===== src/rtl/gs_mul.sv =====
module gs_mul (
   input  logic               clock,
   input  logic signed [31:0] a,
   input  logic signed [31:0] b,
   output logic signed [63:0] prod
);

   logic signed [63:0] prod_ff;

   always_ff @(posedge clock) begin
      prod_ff <= a * b;
   end

   assign prod = prod_ff;

endmodule


===== config.mk =====
export PLATFORM = sky130hd
export DESIGN_NAME = gs_mul
export DESIGN_NICKNAME = d
export VERILOG_FILES = /design/src/rtl/gs_mul.sv
export SDC_FILE = /design/constraint.sdc
export NUM_CORES = 2
export LEC_CHECK = 0
export BUFFER_PORTS_ARGS = -buffer_cell sky130_fd_sc_hd__clkbuf_2
export CAP_MARGIN = 20
export CORE_UTILIZATION = 61
export DETAILED_ROUTE_END_ITERATION = 10
export PLACE_DENSITY = 0.79
export RECOVER_POWER = 25
export SLEW_MARGIN = 10
export SYNTH_ARGS = -nofsm -noshare
export SYNTH_HDL_FRONTEND = slang
export SYNTH_SLANG_ARGS = --single-unit

===== constraint.sdc =====
create_clock -name clock -period 12.34 [get_ports clock]
set_input_delay 1.851 -clock clock [delete_from_list [all_inputs] [get_ports clock]]
set_output_delay 1.851 -clock clock [all_outputs]
set_load 0.02 [all_outputs]

==> results.md <==
- Total GRT Usage: 33.7%
- Port Buffers: 128
- Worst-path fanout max: 32
- Die height: 249 um
- Fillers: 4809
- Endpoints failing setup: 0
- Mapped Cells: 3884
- Final core occ: 63.9%
- Synth area leader: fa_1
- Netlist cell types: 63
- CP arrival: 11.15 ns
- Largest net degree at the start of global routing: 33
- H-tree depth: 3
- Worst slack at placement: 1.60 ns
- #FFs+latches synth: 64
- CP Cell Sequence: clkbuf_1 -> and2_1 -> ha_1 -> fa_1 -> fa_1 -> fa_1 -> inv_1 -> fa_1 -> inv_1 -> fa_1 -> inv_1 -> fa_1 -> inv_1 -> fa_1 -> ha_1 -> and3_1 -> nand2_1 -> or3_1 -> o211ai_1 -> a31oi_1 -> o31ai_1 -> xor2_1
- Slowest cell on crit path: clkbuf_1
- P&R area growth vs syn: 3.55%
- Grt ovf: 0
- Initial DRT Pass Iterations: 6
- Slew Viols, Final: 33
- Startpoint Class: input port
- First-pass GRT wire length: 160000 um
- Initial detailed-routing violation count: 1860
- Fin. Hold Viols: 0
- Cts-stage hold buffer count: 0
- Critical Path Max Stage Delay: 1.29 ns
- Routed vias/inst: 5.65
- Post-Syn Nets: 5215
- Net count reported at finish: 5178
- Root Buffer: clkbuf_16
- Antenna Nets Post-Route: 0
- Post-synth EDFFs: 0
- HPWL after DPL: 80000 um
- Max-slew headroom: -22.2%
- Post-synth ARST share: 0%
- Maximum clock insertion buffer count: 2
- Failing checks: max-capacitance violations, max-slew violations
- CTS Sinks: 64
- Yosys top cell area share: 58.2%
- Global placement routability congestion: 0.966
- Routed WL: 96600 um
- Synthesized area: 37200 um2
- Boundary Pins: 129
- Core ar.: 60400 um2
- Per-cell routed wire length: 20.8 um
- Die ar.: 62000 um2
- Count leader, synth: fa_1
- CP endpoint kind: flip-flop
- Type of the tightest min-delay check: in2reg
- Average size of a mapped cell: 9.59 um2
- Final Cycle Share: 87.7%
- Vias in the first global route: 29600
- Delay-heaviest family, CP: adder cells
- Setup repair after global routing missed its margin: no
- Tmin final: 10.82 ns
- WP buf/inv: 5
- Status: finished, violations left
- Initial antenna violation count: 10
- Vias: 26200
- Max Clk Rate: 0.0924 GHz
- Max cap viols: 1
- Width of the chip: 249 um
- Post_cts resized: 0
- Cts bufs inserted: 9
- Synth top cells by count: fa_1, inv_1, and2_1
- Seq/Total Area, Yosys: 3.44%
- Fin worst setup slack: 1.52 ns
- Fraction of layout cells with a size suffix above 1: 4.10%
- Post-CTS setup buffers: 0
- Clk slew on worst S/H paths: 0.06 ns
- CP required: 12.67 ns
- Residual DRC: 0
- CP dominant cell by count: fa_1
- Slew @ Worst Pin: 1.83 ns
- Ranking of synthesized cells by area: fa_1, inv_1, and2_1
- Setup TNS: 0 ns
- Row cnt: 90
- Most used DFF post-synth: dfxtp_1
- Kind of critical path: in2reg
- Initial Util: 61.7%
- Synthesis Warnings: 0
- Number of flip-flops in the largest register: 64
- CTS tree: yes
## layout by cell type, fill, tap and decap left out, types with 6 or more instances in the layout
| master | n |
|---|---|
| dfxtp_1 | 64 |
| o31ai_1 | 6 |
| a31oi_1 | 12 |
| o21ai_0 | 28 |
| and3_1 | 7 |
| a21oi_1 | 68 |
| clkbuf_1 | 32 |
| xor2_1 | 22 |
| fa_1 | 1082 |
| ha_1 | 184 |
| o21bai_1 | 15 |
| inv_1 | 952 |
| nor3_1 | 6 |
| and2_1 | 516 |
| nand3_1 | 15 |
| clkbuf_2 | 96 |
| buf_4 | 24 |
| nand2b_1 | 9 |
| xnor2_1 | 53 |
| nor2_1 | 42 |
| a21o_1 | 23 |
| nand4_1 | 7 |
| clkbuf_16 | 9 |
| nand2_1 | 511 |
## cell type report
| type | instances | area, um2 | share of cell area (%) |
|---|---|---|---|
| antenna | 4 | 10.0 | 0.0260 |
| clock buffer | 12 | 267 | 0.691 |
| inverter | 952 | 3570 | 9.27 |
| tap | 782 | 978 | 2.54 |
| sequential | 64 | 1280 | 3.32 |
| multi-input combinational | 2668 | 31600 | 82.0 |
| timing repair buffer | 152 | 781 | 2.02 |
| clock inverter | 3 | 40.0 | 0.104 |
## final timing paths
path | slack, ns | start | end | cells past startpoint
hold / removal | 1.98 | a[0] | prod[1] | 3
setup / recovery | 1.52 | b[0] | prod[62] | 22
## cell families (layout without fill, tap and decap cells)
family | count (synthesis) | after routing | synth area share (%)
adder cells (fa/ha/maj) | 1266 | 1266 | 64.3
AND/OR/NAND/NOR | 1134 | 1134 | 15.4
flip-flops | 64 | 64 | 3.44
XOR/XNOR | 75 | 75 | 1.76
other | 0 | 4 | 0
AO/OA/AOI/OAI | 193 | 193 | 3.46
buffers and inverters | 1152 | 1119 | 11.6
## layer usage
layer	vias up	routed length, um	global-route usage [%]
met2	1317	45800	54.1
met1	13600	36000	43.2
met3	318	9120	7.98
met4	12	5610	16.9
li1	11000	-	-
met5	-	73	0
## stage by stage
step	hold slack [ns]	std cells	cell area, um2
2_1_floorplan	1.98	3884	37200
3_3_place_gp	2.27	4618	38300
3_5_place_dp	2.26	4618	38300
4_1_cts	1.97	4633	38600
5_1_grt	2.02	4636	38600
6_report	1.98	4637	38600
Power is not shown: default switching activity piles up to over one toggle a cycle in this logic, so the estimate is an artifact.
