File: src/rtl/gs_pkg.sv
package gs_pkg;

   localparam int MAX_ORDER_DEF = 8;
   localparam int Q_FRAC = 24;
   localparam int DIV_W = 32 + Q_FRAC;

   localparam logic [3:0] RESET_ORDER = 4'd8;
   localparam logic [30:0] RESET_TOLERANCE = 31'd17;
   localparam logic [15:0] RESET_LIMIT = 16'd1000;

   localparam logic [1:0] CSR_ORDER = 2'd0;
   localparam logic [1:0] CSR_TOLERANCE = 2'd1;
   localparam logic [1:0] CSR_LIMIT = 2'd2;

   localparam logic [1:0] FUNC_MATRIX = 2'd0;
   localparam logic [1:0] FUNC_RHS = 2'd1;
   localparam logic [1:0] FUNC_START = 2'd2;

   localparam logic signed [31:0] Q_MAX = 32'sh7fff_ffff;
   localparam logic signed [31:0] Q_MIN = 32'sh8000_0000;

   function automatic logic signed [31:0] sat_add(input logic signed [31:0] a,
                                                  input logic signed [31:0] b);
      logic signed [32:0] s;
      s = {a[31], a} + {b[31], b};
      if (s[32] != s[31]) begin
         return s[32] ? Q_MIN : Q_MAX;
      end
      return s[31:0];
   endfunction

   function automatic logic signed [31:0] sat_sub(input logic signed [31:0] a,
                                                  input logic signed [31:0] b);
      logic signed [32:0] s;
      s = {a[31], a} - {b[31], b};
      if (s[32] != s[31]) begin
         return s[32] ? Q_MIN : Q_MAX;
      end
      return s[31:0];
   endfunction

   // floor shift of the product, saturated to the q8.24 range
   function automatic logic signed [31:0] prod_to_q(input logic signed [63:0] p);
      logic all_same;
      all_same = (p[63:55] == {9{p[55]}});
      if (!all_same) begin
         return p[63] ? Q_MIN : Q_MAX;
      end
      return p[55:24];
   endfunction

endpackage

File: src/rtl/gs_div.sv
module gs_div (
   input  logic               clock,
   input  logic               reset,
   input  logic               start,
   input  logic signed [31:0] num,
   input  logic signed [31:0] den,
   output logic               done,
   output logic signed [31:0] quo
);

   localparam int DW = gs_pkg::DIV_W;
   localparam int SW = $clog2(DW);

   logic          busy_ff, fin_ff, done_ff, neg_ff;
   logic [SW-1:0] step_ff;
   logic [31:0]   den_ff, rem_ff;
   logic [DW-1:0] sh_ff;
   logic signed [31:0] quo_ff;

   logic [32:0] trial, diff;
   logic        ge;
   logic [31:0] un, ud;
   logic signed [31:0] sat_q;

   assign trial = {rem_ff, sh_ff[DW-1]};
   assign diff  = trial - {1'b0, den_ff};
   assign ge    = (trial >= {1'b0, den_ff});
   assign un    = num[31] ? (~num + 32'd1) : num;
   assign ud    = den[31] ? (~den + 32'd1) : den;

   always_comb begin
      if (!neg_ff) begin
         sat_q = (|sh_ff[DW-1:31]) ? gs_pkg::Q_MAX : sh_ff[31:0];
      end else if ((|sh_ff[DW-1:32]) || (sh_ff[31] && (|sh_ff[30:0]))) begin
         sat_q = gs_pkg::Q_MIN;
      end else begin
         sat_q = ~sh_ff[31:0] + 32'd1;
      end
   end

   always_ff @(posedge clock) begin
      if (reset) begin
         busy_ff <= 1'b0;
         fin_ff  <= 1'b0;
         done_ff <= 1'b0;
      end else begin
         done_ff <= fin_ff;
         fin_ff  <= 1'b0;
         if (start) begin
            busy_ff <= 1'b1;
         end else if (busy_ff && step_ff == SW'(DW - 1)) begin
            busy_ff <= 1'b0;
            fin_ff  <= 1'b1;
         end
      end
   end

   always_ff @(posedge clock) begin
      if (start) begin
         neg_ff  <= num[31] ^ den[31];
         den_ff  <= ud;
         rem_ff  <= '0;
         sh_ff   <= {un, {gs_pkg::Q_FRAC{1'b0}}};
         step_ff <= '0;
      end else if (busy_ff) begin
         rem_ff  <= ge ? diff[31:0] : trial[31:0];
         sh_ff   <= {sh_ff[DW-2:0], ge};
         step_ff <= step_ff + SW'(1);
      end
      if (fin_ff) begin
         quo_ff <= sat_q;
      end
   end

   assign done = done_ff;
   assign quo  = quo_ff;

endmodule
File: config.mk
export PLATFORM = sky130hd
export DESIGN_NAME = gs_div
export DESIGN_NICKNAME = d
export VERILOG_FILES = /design/src/rtl/gs_pkg.sv /design/src/rtl/gs_div.sv
export SDC_FILE = /design/constraint.sdc
export NUM_CORES = 1
export LEC_CHECK = 0
export ABC_CLOCK_PERIOD_IN_PS = 10000
export BUFFER_PORTS_ARGS = -buffer_cell sky130_fd_sc_hd__buf_2
export CORE_UTILIZATION = 35
export DETAILED_ROUTE_END_ITERATION = 8
export MAX_ROUTING_LAYER = met4
export PLACE_DENSITY = 0.48
export SLEW_MARGIN = 40
export SYNTH_ARGS = -nofsm -noshare
export SYNTH_HDL_FRONTEND = slang
export SYNTH_SLANG_ARGS = --single-unit
File: constraint.sdc
create_clock -name clock -period 10 [get_ports clock]
set_input_delay 0 -clock clock [delete_from_list [all_inputs] [get_ports clock]]
set_output_delay 0 -clock clock [all_outputs]
set_load 0.05 [all_outputs]
==> report_table.html, run 1 <==
<table>
<tr><th>Metric</th><th>Value</th></tr>
<tr><th colspan="2">Run status</th></tr>
<tr><td>Run status</td><td>finished clean</td></tr>
<tr><th colspan="2">Timing</th></tr>
<tr><td>Final clock period utilization by the worst path</td><td>0.429</td></tr>
<tr><td>Max-slew violations</td><td>0</td></tr>
<tr><td>Final hold violation count</td><td>0</td></tr>
<tr><td>Setup TNS</td><td>0 ns</td></tr>
<tr><td>Skew final</td><td>0.0172 ns</td></tr>
<tr><td>Final setup violation count</td><td>0</td></tr>
<tr><td>Achievable Freq</td><td>233 MHz</td></tr>
<tr><td>Transition at the pin with the smallest max-transition slack</td><td>0.774 ns</td></tr>
<tr><td>Worst slew margin relative to its limit</td><td>0.482</td></tr>
<tr><td>RSZ-0062 raised after global routing</td><td>no</td></tr>
<tr><td>Min Clock Period, post-route</td><td>4.29 ns</td></tr>
<tr><th colspan="2">Worst setup path</th></tr>
<tr><td>Beginning of the worst register-to-register path</td><td>sh_ff[0]</td></tr>
<tr><td>Kind of start point of the critical path</td><td>register</td></tr>
<tr><td>Type of the worst setup path</td><td>reg2reg</td></tr>
<tr><td>Required time of the worst setup path</td><td>10.29 ns</td></tr>
<tr><td>Maximum fanout along the worst path</td><td>21</td></tr>
<tr><td>Reg-to-reg critical path endpoint</td><td>quo[26]</td></tr>
<tr><td>Slack of the worst reg-to-reg path</td><td>5.71 ns</td></tr>
<tr><td>Critical Path AT</td><td>4.58 ns</td></tr>
<tr><td>Critical path capture point type</td><td>register</td></tr>
<tr><td>Depth of the worst register-to-register path</td><td>11</td></tr>
<tr><td>Crit. Startpoint</td><td>sh_ff[0]</td></tr>
<tr><th colspan="2">Global route</th></tr>
<tr><td>Total track usage</td><td>0.185</td></tr>
<tr><td>Via count of the first global-routing pass</td><td>8056</td></tr>
<tr><td>Largest net degree at the start of global routing</td><td>64</td></tr>
<tr><td>Wire length of the first global-routing pass</td><td>41700 µm</td></tr>
<tr><td>Initial antenna violation count</td><td>0</td></tr>
<tr><td>Overflow after GRT</td><td>0</td></tr>
<tr><th colspan="2">Routing</th></tr>
<tr><td>Routed Antenna Nets</td><td>0</td></tr>
<tr><td>DR vias/cell</td><td>5.10</td></tr>
<tr><td>Top layer reached by signal wires</td><td>met4</td></tr>
<tr><td>DR DRC count</td><td>0</td></tr>
<tr><td>Number of DRC violations after detailed-routing iteration 0</td><td>428</td></tr>
<tr><td>Total routed wirelength</td><td>25200 µm</td></tr>
<tr><td>Met2 wire len</td><td>11200 µm</td></tr>
<tr><td>Met3 wire length</td><td>573 µm</td></tr>
<tr><td>Detailed-router iteration count before antenna repair</td><td>6</td></tr>
<tr><td>Wirelength per Cell</td><td>15.4 µm</td></tr>
<tr><td>Met1 Routed Length</td><td>13200 µm</td></tr>
<tr><td>Routed vias</td><td>8327</td></tr>
<tr><th colspan="2">Synthesis</th></tr>
<tr><td>Share of synthesized registers carrying an async set or reset</td><td>0</td></tr>
<tr><td>Area share of the largest cell type after synthesis</td><td>0.291</td></tr>
<tr><td>Synthesized net count</td><td>1211</td></tr>
<tr><td>Proportion of synthesized chip area in sequential cells</td><td>0.421</td></tr>
<tr><td>Yosys warns</td><td>0</td></tr>
<tr><td>Post-synthesis cell type count</td><td>61</td></tr>
<tr><td>Number of storage elements in the synthesis netlist</td><td>162</td></tr>
<tr><td>Count of flip-flops with a built-in enable after synthesis</td><td>97</td></tr>
<tr><td>Cell types with the largest area share after synthesis</td><td>edfxtp_1 29%, dfxtp_1 13%, mux2i_1 4.8%</td></tr>
<tr><td>Post-synthesis cell count</td><td>1107</td></tr>
<tr><td>Syn avg cell area</td><td>9.04 µm²</td></tr>
<tr><td>Top flip-flop cell by instance count after synthesis</td><td>edfxtp_1</td></tr>
<tr><td>Netlist Area Pre-Place</td><td>10000 µm²</td></tr>
<tr><td>Largest area contributor in the synthesized netlist</td><td>edfxtp_1</td></tr>
<tr><th colspan="2">Power and ir drop</th></tr>
<tr><td>Clock Power Share</td><td>0.365</td></tr>
<tr><td>Switching share of power</td><td>0.309</td></tr>
<tr><td>Combinational share of power</td><td>0.216</td></tr>
<tr><td>Internal portion of total power</td><td>0.00131 W</td></tr>
<tr><td>Part of the total power dissipated in sequential elements</td><td>0.418</td></tr>
<tr><td>Power per unit of standard cell area</td><td>157 nW/µm²</td></tr>
<tr><td>Largest voltage drop on the vdd net</td><td>0.115 mV</td></tr>
<tr><td>Net switching power of the design</td><td>0.000584 W</td></tr>
<tr><td>Static leakage power</td><td>4.68 nW</td></tr>
<tr><th colspan="2">Clocking</th></tr>
<tr><td>Clk Latency, worst-skew pair</td><td>0.43 ns</td></tr>
<tr><td>Clock sinks</td><td>162</td></tr>
<tr><td>Clk root buf</td><td>clkbuf_16</td></tr>
<tr><td>Clock transition at the registers of the reported paths</td><td>0.08 ns</td></tr>
<tr><td>Number of clock buffers inserted by TritonCTS</td><td>17</td></tr>
<tr><td>H-tree level count</td><td>4</td></tr>
<tr><td>TritonCTS clock tree</td><td>done</td></tr>
<tr><td>CTS max path bufs</td><td>2</td></tr>
<tr><th colspan="2">Floorplanning</th></tr>
<tr><td>Area of the die</td><td>29300 µm²</td></tr>
<tr><td>Overall die width</td><td>171 µm</td></tr>
<tr><td>Chip height</td><td>171 µm</td></tr>
<tr><td># IOs</td><td>100</td></tr>
<tr><td>Starting Density</td><td>0.358</td></tr>
<tr><td>Rows</td><td>61</td></tr>
<tr><td>CORE AREA</td><td>27900 µm²</td></tr>
<tr><th colspan="2">Run</th></tr>
<tr><td>Max_cap viols</td><td>0</td></tr>
<tr><th colspan="2">Finish</th></tr>
<tr><td>Final Non-Filler Cells</td><td>1633</td></tr>
<tr><td>Diode count</td><td>0</td></tr>
<tr><td>Syn-to-layout area delta</td><td>20.7%</td></tr>
<tr><td>Cell area after layout</td><td>12100 µm²</td></tr>
<tr><td>Number of nets in the finished design</td><td>1346</td></tr>
<tr><td>Commonest cells after routing, fill and taps aside</td><td>109 x nor2_1, 98 x nand2_1, 98 x buf_2, 97 x edfxtp_1, 85 x o21ai_0</td></tr>
<tr><td>Layout fillers</td><td>2825</td></tr>
<tr><td>Fraction of final layout cells sized beyond drive strength 1</td><td>0.127</td></tr>
<tr><td>Most common library cell in the layout ignoring fill and taps</td><td>nor2_1</td></tr>
<tr><td>Utilization after layout</td><td>0.433</td></tr>
<tr><th colspan="2">Place</th></tr>
<tr><td>Buffers added on ports</td><td>99</td></tr>
<tr><td>Placed Instance Area</td><td>10800 µm²</td></tr>
<tr><td>HPWL after DPL</td><td>17800 µm</td></tr>
<tr><td>Number of placed instances, taps included</td><td>1540</td></tr>
<tr><td>Final estimated routing congestion in global placement</td><td>0.824</td></tr>
<tr><th colspan="2">Worst hold path</th></tr>
<tr><td>Hold path depth</td><td>3</td></tr>
<tr><td>Worst hold path endpoint</td><td>sh_ff[31]</td></tr>
<tr><td>Min-delay src</td><td>num[7]</td></tr>
<tr><td>Worst hold-check path type</td><td>in2reg</td></tr>
</table>
==> worst max-delay path by stage <==
| stage | depth (start not counted) | endpoint | slack [ns] |
|---|---|---|---|
| 2_1_floorplan | 11 | quo[31] | 6.85 |
| 3_3_place_gp | 11 | quo[26] | 5.85 |
| 3_5_place_dp | 11 | quo[26] | 5.66 |
| 4_1_cts | 11 | quo[26] | 5.63 |
| 5_1_grt | 11 | quo[26] | 5.44 |
| 6_report | 11 | quo[26] | 5.71 |
==> layout make-up <==
type                            instances  area (µm²)  area share
Clock inverter                         14         186      0.0154
Tap cell                              378         473      0.0391
Sequential cell                       162        4220       0.349
Clock buffer                           18         450      0.0373
Multi-Input combinational cell        830        5350       0.443
Inverter                               61         229      0.0189
Timing Repair Buffer                  170        1180      0.0979
==> cell usage after synthesis (7+ instances only) <==
cell type / n
a211oi_1: 18
a21o_1: 23
a21oi_1: 70
a311oi_1: 7
a31oi_1: 11
clkbuf_1: 46
dfxtp_1: 65
edfxtp_1: 97
ha_1: 36
inv_1: 61
mux2i_1: 48
nand2_1: 98
nand2b_1: 15
nand3_1: 17
nand4_1: 11
nor2_1: 112
nor2b_1: 10
nor3_1: 30
nor4_1: 15
o211ai_1: 10
o21a_1: 17
o21ai_0: 85
o31ai_1: 25
o41ai_1: 8
or3_1: 18
or4_1: 9
xnor2_1: 45
xor2_1: 42
==> cell families (layout without fill, tap and decap cells) <==
family / after synthesis / in the layout / share of synthesized area
mux: 49 / 49 / 0.0491
buf+inv: 115 / 263 / 0.0454
simple gates: 358 / 358 / 0.171
flops: 162 / 162 / 0.421
compound gates: 299 / 299 / 0.190
xor+xnor: 87 / 87 / 0.0761
fa+ha+maj: 37 / 37 / 0.0470
==> flip-flops by register name, summed over array words and instances, names as in the netlist <==
name / count
busy_ff: 1
quo: 32
den_ff: 32
done: 1
step_ff: 6
sh_ff: 56
rem_ff: 32
fin_ff: 1
neg_ff: 1
==> power groups by stage <==
stage,clock (W),combinational [W],sequential [W]
2_1_floorplan,0,0.000296,0.000793
3_3_place_gp,0,0.000392,0.000807
3_5_place_dp,0,0.000391,0.000808
4_1_cts,0.000712,0.000413,0.000793
5_1_grt,0.000734,0.000463,0.000798
6_report,0.000692,0.000409,0.000793
==> stage by stage <==
step	worst slack [ns]	total power [W]	hold WS [ns]
CTS	5.63	0.00192	0.0105
floorplan	6.85	0.00109	0.0716
finish	5.71	0.00189	0.0240
global placement	5.85	0.00120	0.203
global route	5.44	0.00200	0.0363
detailed placement	5.66	0.00120	0.202
==> what timing repair did <==
item | 4_1_cts | 5_1_grt
setup buffers | 0 | 0
hold buffers | 61 | 0
endpoints found under the hold margin | 70 | 0
resized for setup | 0 | 0
==> per-layer routing <==
metal / up-vias / GRT usage
met5: - / -
met4: 0 / 0.0439
met3: 16 / 0.0241
met2: 115 / 0.284
met1: 3906 / 0.259
li1: 4290 / -
==> critical path, cell delays in order, from the launching register on <==
cell and delay (ns):
dfxtp_1 0.35, inv_1 0.10, ha_1 0.22, or3b_1 0.39, nor2_1 0.10, nand3_1 0.18, or4_4 0.57, or4b_4 0.55
o41ai_4 0.65, nand2_2 0.50, nor4b_1 0.39, a211o_1 0.15
Note: power is estimated with default switching activity, not from simulation.
==> inputs of run 2 (changes only) <==
- ABC_CLOCK_PERIOD_IN_PS: 10000 -> 3900
- PLACE_DENSITY: 0.48 -> 0.5
- clock period: 10 -> 3.9 ns (I/O delays scaled with it)
==> report_table.html, run 2 (synthesis gave the netlist of run 1 again) <==
<table>
<tr><th>Metric</th><th>Value</th></tr>
<tr><th colspan="2">Timing</th></tr>
<tr><td>Worst-case setup margin in the final layout</td><td>0.344 ns</td></tr>
<tr><td>Skew final</td><td>0.0160 ns</td></tr>
<tr><td>Final clock period utilization by the worst path</td><td>0.912</td></tr>
<tr><td>Max-slew violations</td><td>0</td></tr>
<tr><td>Achievable Freq</td><td>281 MHz</td></tr>
<tr><td>RSZ-0062 raised after global routing</td><td>no</td></tr>
<tr><td>Worst slew margin relative to its limit</td><td>0.540</td></tr>
<tr><td>Transition at the pin with the smallest max-transition slack</td><td>0.689 ns</td></tr>
<tr><td>Final hold violation count</td><td>0</td></tr>
<tr><td>Min Clock Period, post-route</td><td>3.56 ns</td></tr>
<tr><td>Setup TNS</td><td>0 ns</td></tr>
<tr><td>Final setup violation count</td><td>0</td></tr>
<tr><th colspan="2">Place</th></tr>
<tr><td>Final estimated routing congestion in global placement</td><td>0.814</td></tr>
<tr><td>HPWL after DPL</td><td>17500 µm</td></tr>
<tr><td>Placed Instance Area</td><td>10900 µm²</td></tr>
<tr><td>Buffers added on ports</td><td>99</td></tr>
<tr><td>Setup slack at placement</td><td>0.246 ns</td></tr>
<tr><th colspan="2">Worst hold path</th></tr>
<tr><td>Worst hold-check path type</td><td>in2reg</td></tr>
<tr><td>Hold path depth</td><td>3</td></tr>
<tr><th colspan="2">Finish</th></tr>
<tr><td>Number of flip-flops in the largest register</td><td>56</td></tr>
<tr><td>Syn-to-layout area delta</td><td>20.6%</td></tr>
<tr><td>Commonest cells after routing, fill and taps aside</td><td>111 x nor2_1, 98 x nand2_1, 98 x buf_2, 97 x edfxtp_1, 85 x o21ai_0</td></tr>
<tr><td>Storage cell area</td><td>4220 µm²</td></tr>
<tr><td>Largest Register</td><td>sh_ff</td></tr>
<tr><td>Diode count</td><td>0</td></tr>
<tr><td>Layout fillers</td><td>2844</td></tr>
<tr><td>Multi-input gate area in the final layout</td><td>5350 µm²</td></tr>
<tr><td>Number of nets in the finished design</td><td>1352</td></tr>
<tr><td>Most common library cell in the layout ignoring fill and taps</td><td>nor2_1</td></tr>
<tr><td>Utilization after layout</td><td>0.432</td></tr>
<tr><td>Fraction of final layout cells sized beyond drive strength 1</td><td>0.127</td></tr>
<tr><td>Cell area after layout</td><td>12100 µm²</td></tr>
<tr><th colspan="2">Routing</th></tr>
<tr><td>DR vias/cell</td><td>5.17</td></tr>
<tr><td>Total routed wirelength</td><td>25200 µm</td></tr>
<tr><td>Detailed-router iteration count before antenna repair</td><td>4</td></tr>
<tr><td>Wirelength per Cell</td><td>15.4 µm</td></tr>
<tr><td>Routed Antenna Nets</td><td>0</td></tr>
<tr><td>Routed vias</td><td>8468</td></tr>
<tr><td>Number of DRC violations after detailed-routing iteration 0</td><td>558</td></tr>
<tr><td>DR DRC count</td><td>0</td></tr>
<tr><th colspan="2">Power and ir drop</th></tr>
<tr><td>Net switching power of the design</td><td>0.00143 W</td></tr>
<tr><td>Combinational share of power</td><td>0.225</td></tr>
<tr><td>Internal portion of total power</td><td>0.00330 W</td></tr>
<tr><td>Static leakage power</td><td>4.70 nW</td></tr>
<tr><td>Switching share of power</td><td>0.302</td></tr>
<tr><td>Clock Power Share</td><td>0.344</td></tr>
<tr><td>Largest voltage drop on the vdd net</td><td>0.283 mV</td></tr>
<tr><td>Power per unit of standard cell area</td><td>391 nW/µm²</td></tr>
<tr><td>Part of the total power dissipated in sequential elements</td><td>0.430</td></tr>
<tr><th colspan="2">Worst setup path</th></tr>
<tr><td>CP Cell Sequence</td><td>inv_1 &gt; ha_1 &gt; or3b_1 &gt; nor2_1 &gt; nand3_1 &gt; or4_4 &gt; or4b_4 &gt; o41ai_4 &gt; nand2_4 &gt; nor4b_1 &gt; a211o_1</td></tr>
<tr><td>Total buffers and inverters traversed by the critical path</td><td>1</td></tr>
<tr><td>Maximum fanout along the worst path</td><td>21</td></tr>
<tr><td>Depth of the worst register-to-register path</td><td>11</td></tr>
<tr><td>Critical Path AT</td><td>3.86 ns</td></tr>
<tr><td>CP top delay family</td><td>simple AND/OR/NAND/NOR gates</td></tr>
<tr><td>Critical Path Slowest Stage Cell</td><td>or4_4</td></tr>
<tr><td>Number of gates on the worst path with buffers counted</td><td>11</td></tr>
<tr><td>Beginning of the worst register-to-register path</td><td>sh_ff[0]</td></tr>
<tr><td>Reg-to-reg critical path endpoint</td><td>quo[26]</td></tr>
<tr><td>Critical path capture point type</td><td>register</td></tr>
<tr><td>Crit. Startpoint</td><td>sh_ff[0]</td></tr>
<tr><td>Required time of the worst setup path</td><td>4.20 ns</td></tr>
<tr><td>Peak per-stage delay on the critical path</td><td>0.57 ns</td></tr>
<tr><td>Type of the worst setup path</td><td>reg2reg</td></tr>
<tr><td>Slack of the worst reg-to-reg path</td><td>0.34 ns</td></tr>
<tr><td>Kind of start point of the critical path</td><td>register</td></tr>
<tr><td>Destination of the critical timing path</td><td>quo[26]</td></tr>
<tr><th colspan="2">Floorplanning</th></tr>
<tr><td>Rows</td><td>61</td></tr>
<tr><td># IOs</td><td>100</td></tr>
<tr><td>CORE AREA</td><td>27900 µm²</td></tr>
<tr><td>Starting Density</td><td>0.358</td></tr>
<tr><td>Overall die width</td><td>171 µm</td></tr>
<tr><td>Area of the die</td><td>29300 µm²</td></tr>
<tr><td>Chip height</td><td>171 µm</td></tr>
<tr><th colspan="2">Global route</th></tr>
<tr><td>Via count of the first global-routing pass</td><td>8073</td></tr>
<tr><td>Initial antenna violation count</td><td>0</td></tr>
<tr><td>Fraction of met3 tracks used by global routing</td><td>0.0285</td></tr>
<tr><td>Global routing's busiest layer</td><td>met2</td></tr>
<tr><td>Met2 Resource Use GR</td><td>0.284</td></tr>
<tr><td>Overflow after GRT</td><td>0</td></tr>
<tr><td>Global routing usage on met1</td><td>0.253</td></tr>
<tr><td>Wire length of the first global-routing pass</td><td>41700 µm</td></tr>
<tr><td>Total track usage</td><td>0.185</td></tr>
<tr><td>Largest net degree at the start of global routing</td><td>64</td></tr>
<tr><th colspan="2">Clocking</th></tr>
<tr><td>Setup repair bufs after CTS</td><td>0</td></tr>
<tr><td>Clock transition at the registers of the reported paths</td><td>0.07 ns</td></tr>
<tr><td>H-tree level count</td><td>4</td></tr>
<tr><td>TritonCTS clock tree</td><td>done</td></tr>
<tr><td>CTS max path bufs</td><td>2</td></tr>
<tr><td>Clk Latency, worst-skew pair</td><td>0.43 ns</td></tr>
<tr><td>Clk root buf</td><td>clkbuf_16</td></tr>
<tr><td>Clock sinks</td><td>162</td></tr>
<tr><td>Number of clock buffers inserted by TritonCTS</td><td>17</td></tr>
<tr><th colspan="2">Run</th></tr>
<tr><td>Max_cap viols</td><td>0</td></tr>
<tr><th colspan="2">Run status</th></tr>
<tr><td>Run status</td><td>finished clean</td></tr>
</table>
-- run 2: area by class of cell --
| type | instances | share of cell area |
|---|---|---|
| Multi-Input combinational cell | 830 | 0.443 |
| Clock buffer | 21 | 0.0391 |
| Clock inverter | 11 | 0.00756 |
| Tap cell | 378 | 0.0392 |
| Inverter | 61 | 0.0190 |
| Timing Repair Buffer | 176 | 0.103 |
| Sequential cell | 162 | 0.349 |
-- run 2: routing by layer --
layer,vias up,share of wire
li1,4300,-
met4,0,0.0096
met3,17,0.026
met1,4015,0.51
met5,-,0
met2,136,0.45
-- run 2: worst min-delay path by stage --
stage / slack, ns / startpoint / to
after floorplan: 0.07 / reset / done
after detailed placement: 0.22 / reset / done
after global placement: 0.23 / reset / done
final: 0.01 / num[9] / sh_ff[33]
after CTS: 0.002 / num[29] / sh_ff[53]
after global routing: 0.01 / num[29] / sh_ff[53]
-- run 2: metrics by stage --
stage               hold slack (ns)  total power [W]  instances
floorplan                    0.0716          0.00279       1107
global placement              0.228          0.00308       1545
detailed placement            0.218          0.00308       1545
CTS                         0.00200          0.00477       1639
global route                 0.0107          0.00498       1639
finish                       0.0121          0.00472       1639
-- run 2: worst reg2reg max path, cell delays in order, from the launching register on --
cell and delay [ns]:
dfxtp_1 0.36, inv_1 0.09, ha_1 0.20, or3b_1 0.40
nor2_1 0.11, nand3_1 0.17, or4_4 0.57, or4b_4 0.55
o41ai_4 0.30, nand2_4 0.25, nor4b_1 0.30, a211o_1 0.14
-- run 2: timing repair --
| item | 4_1_cts | 5_1_grt |
|---|---|---|
| endpoints found under the hold margin | 58 | 0 |
| hold buffers | 62 | 0 |
| endpoints found under the setup margin | 0 | 2 |
| gates resized for setup | 0 | 1 |
-- run 2: power groups by stage --
stage	Clock, W	Combinational (W)	Sequential [W]
2_1_floorplan	0	0.000760	0.00203
3_3_place_gp	0	0.00101	0.00207
3_5_place_dp	0	0.00101	0.00207
4_1_cts	0.00167	0.00107	0.00203
5_1_grt	0.00173	0.00119	0.00205
6_report	0.00163	0.00106	0.00203
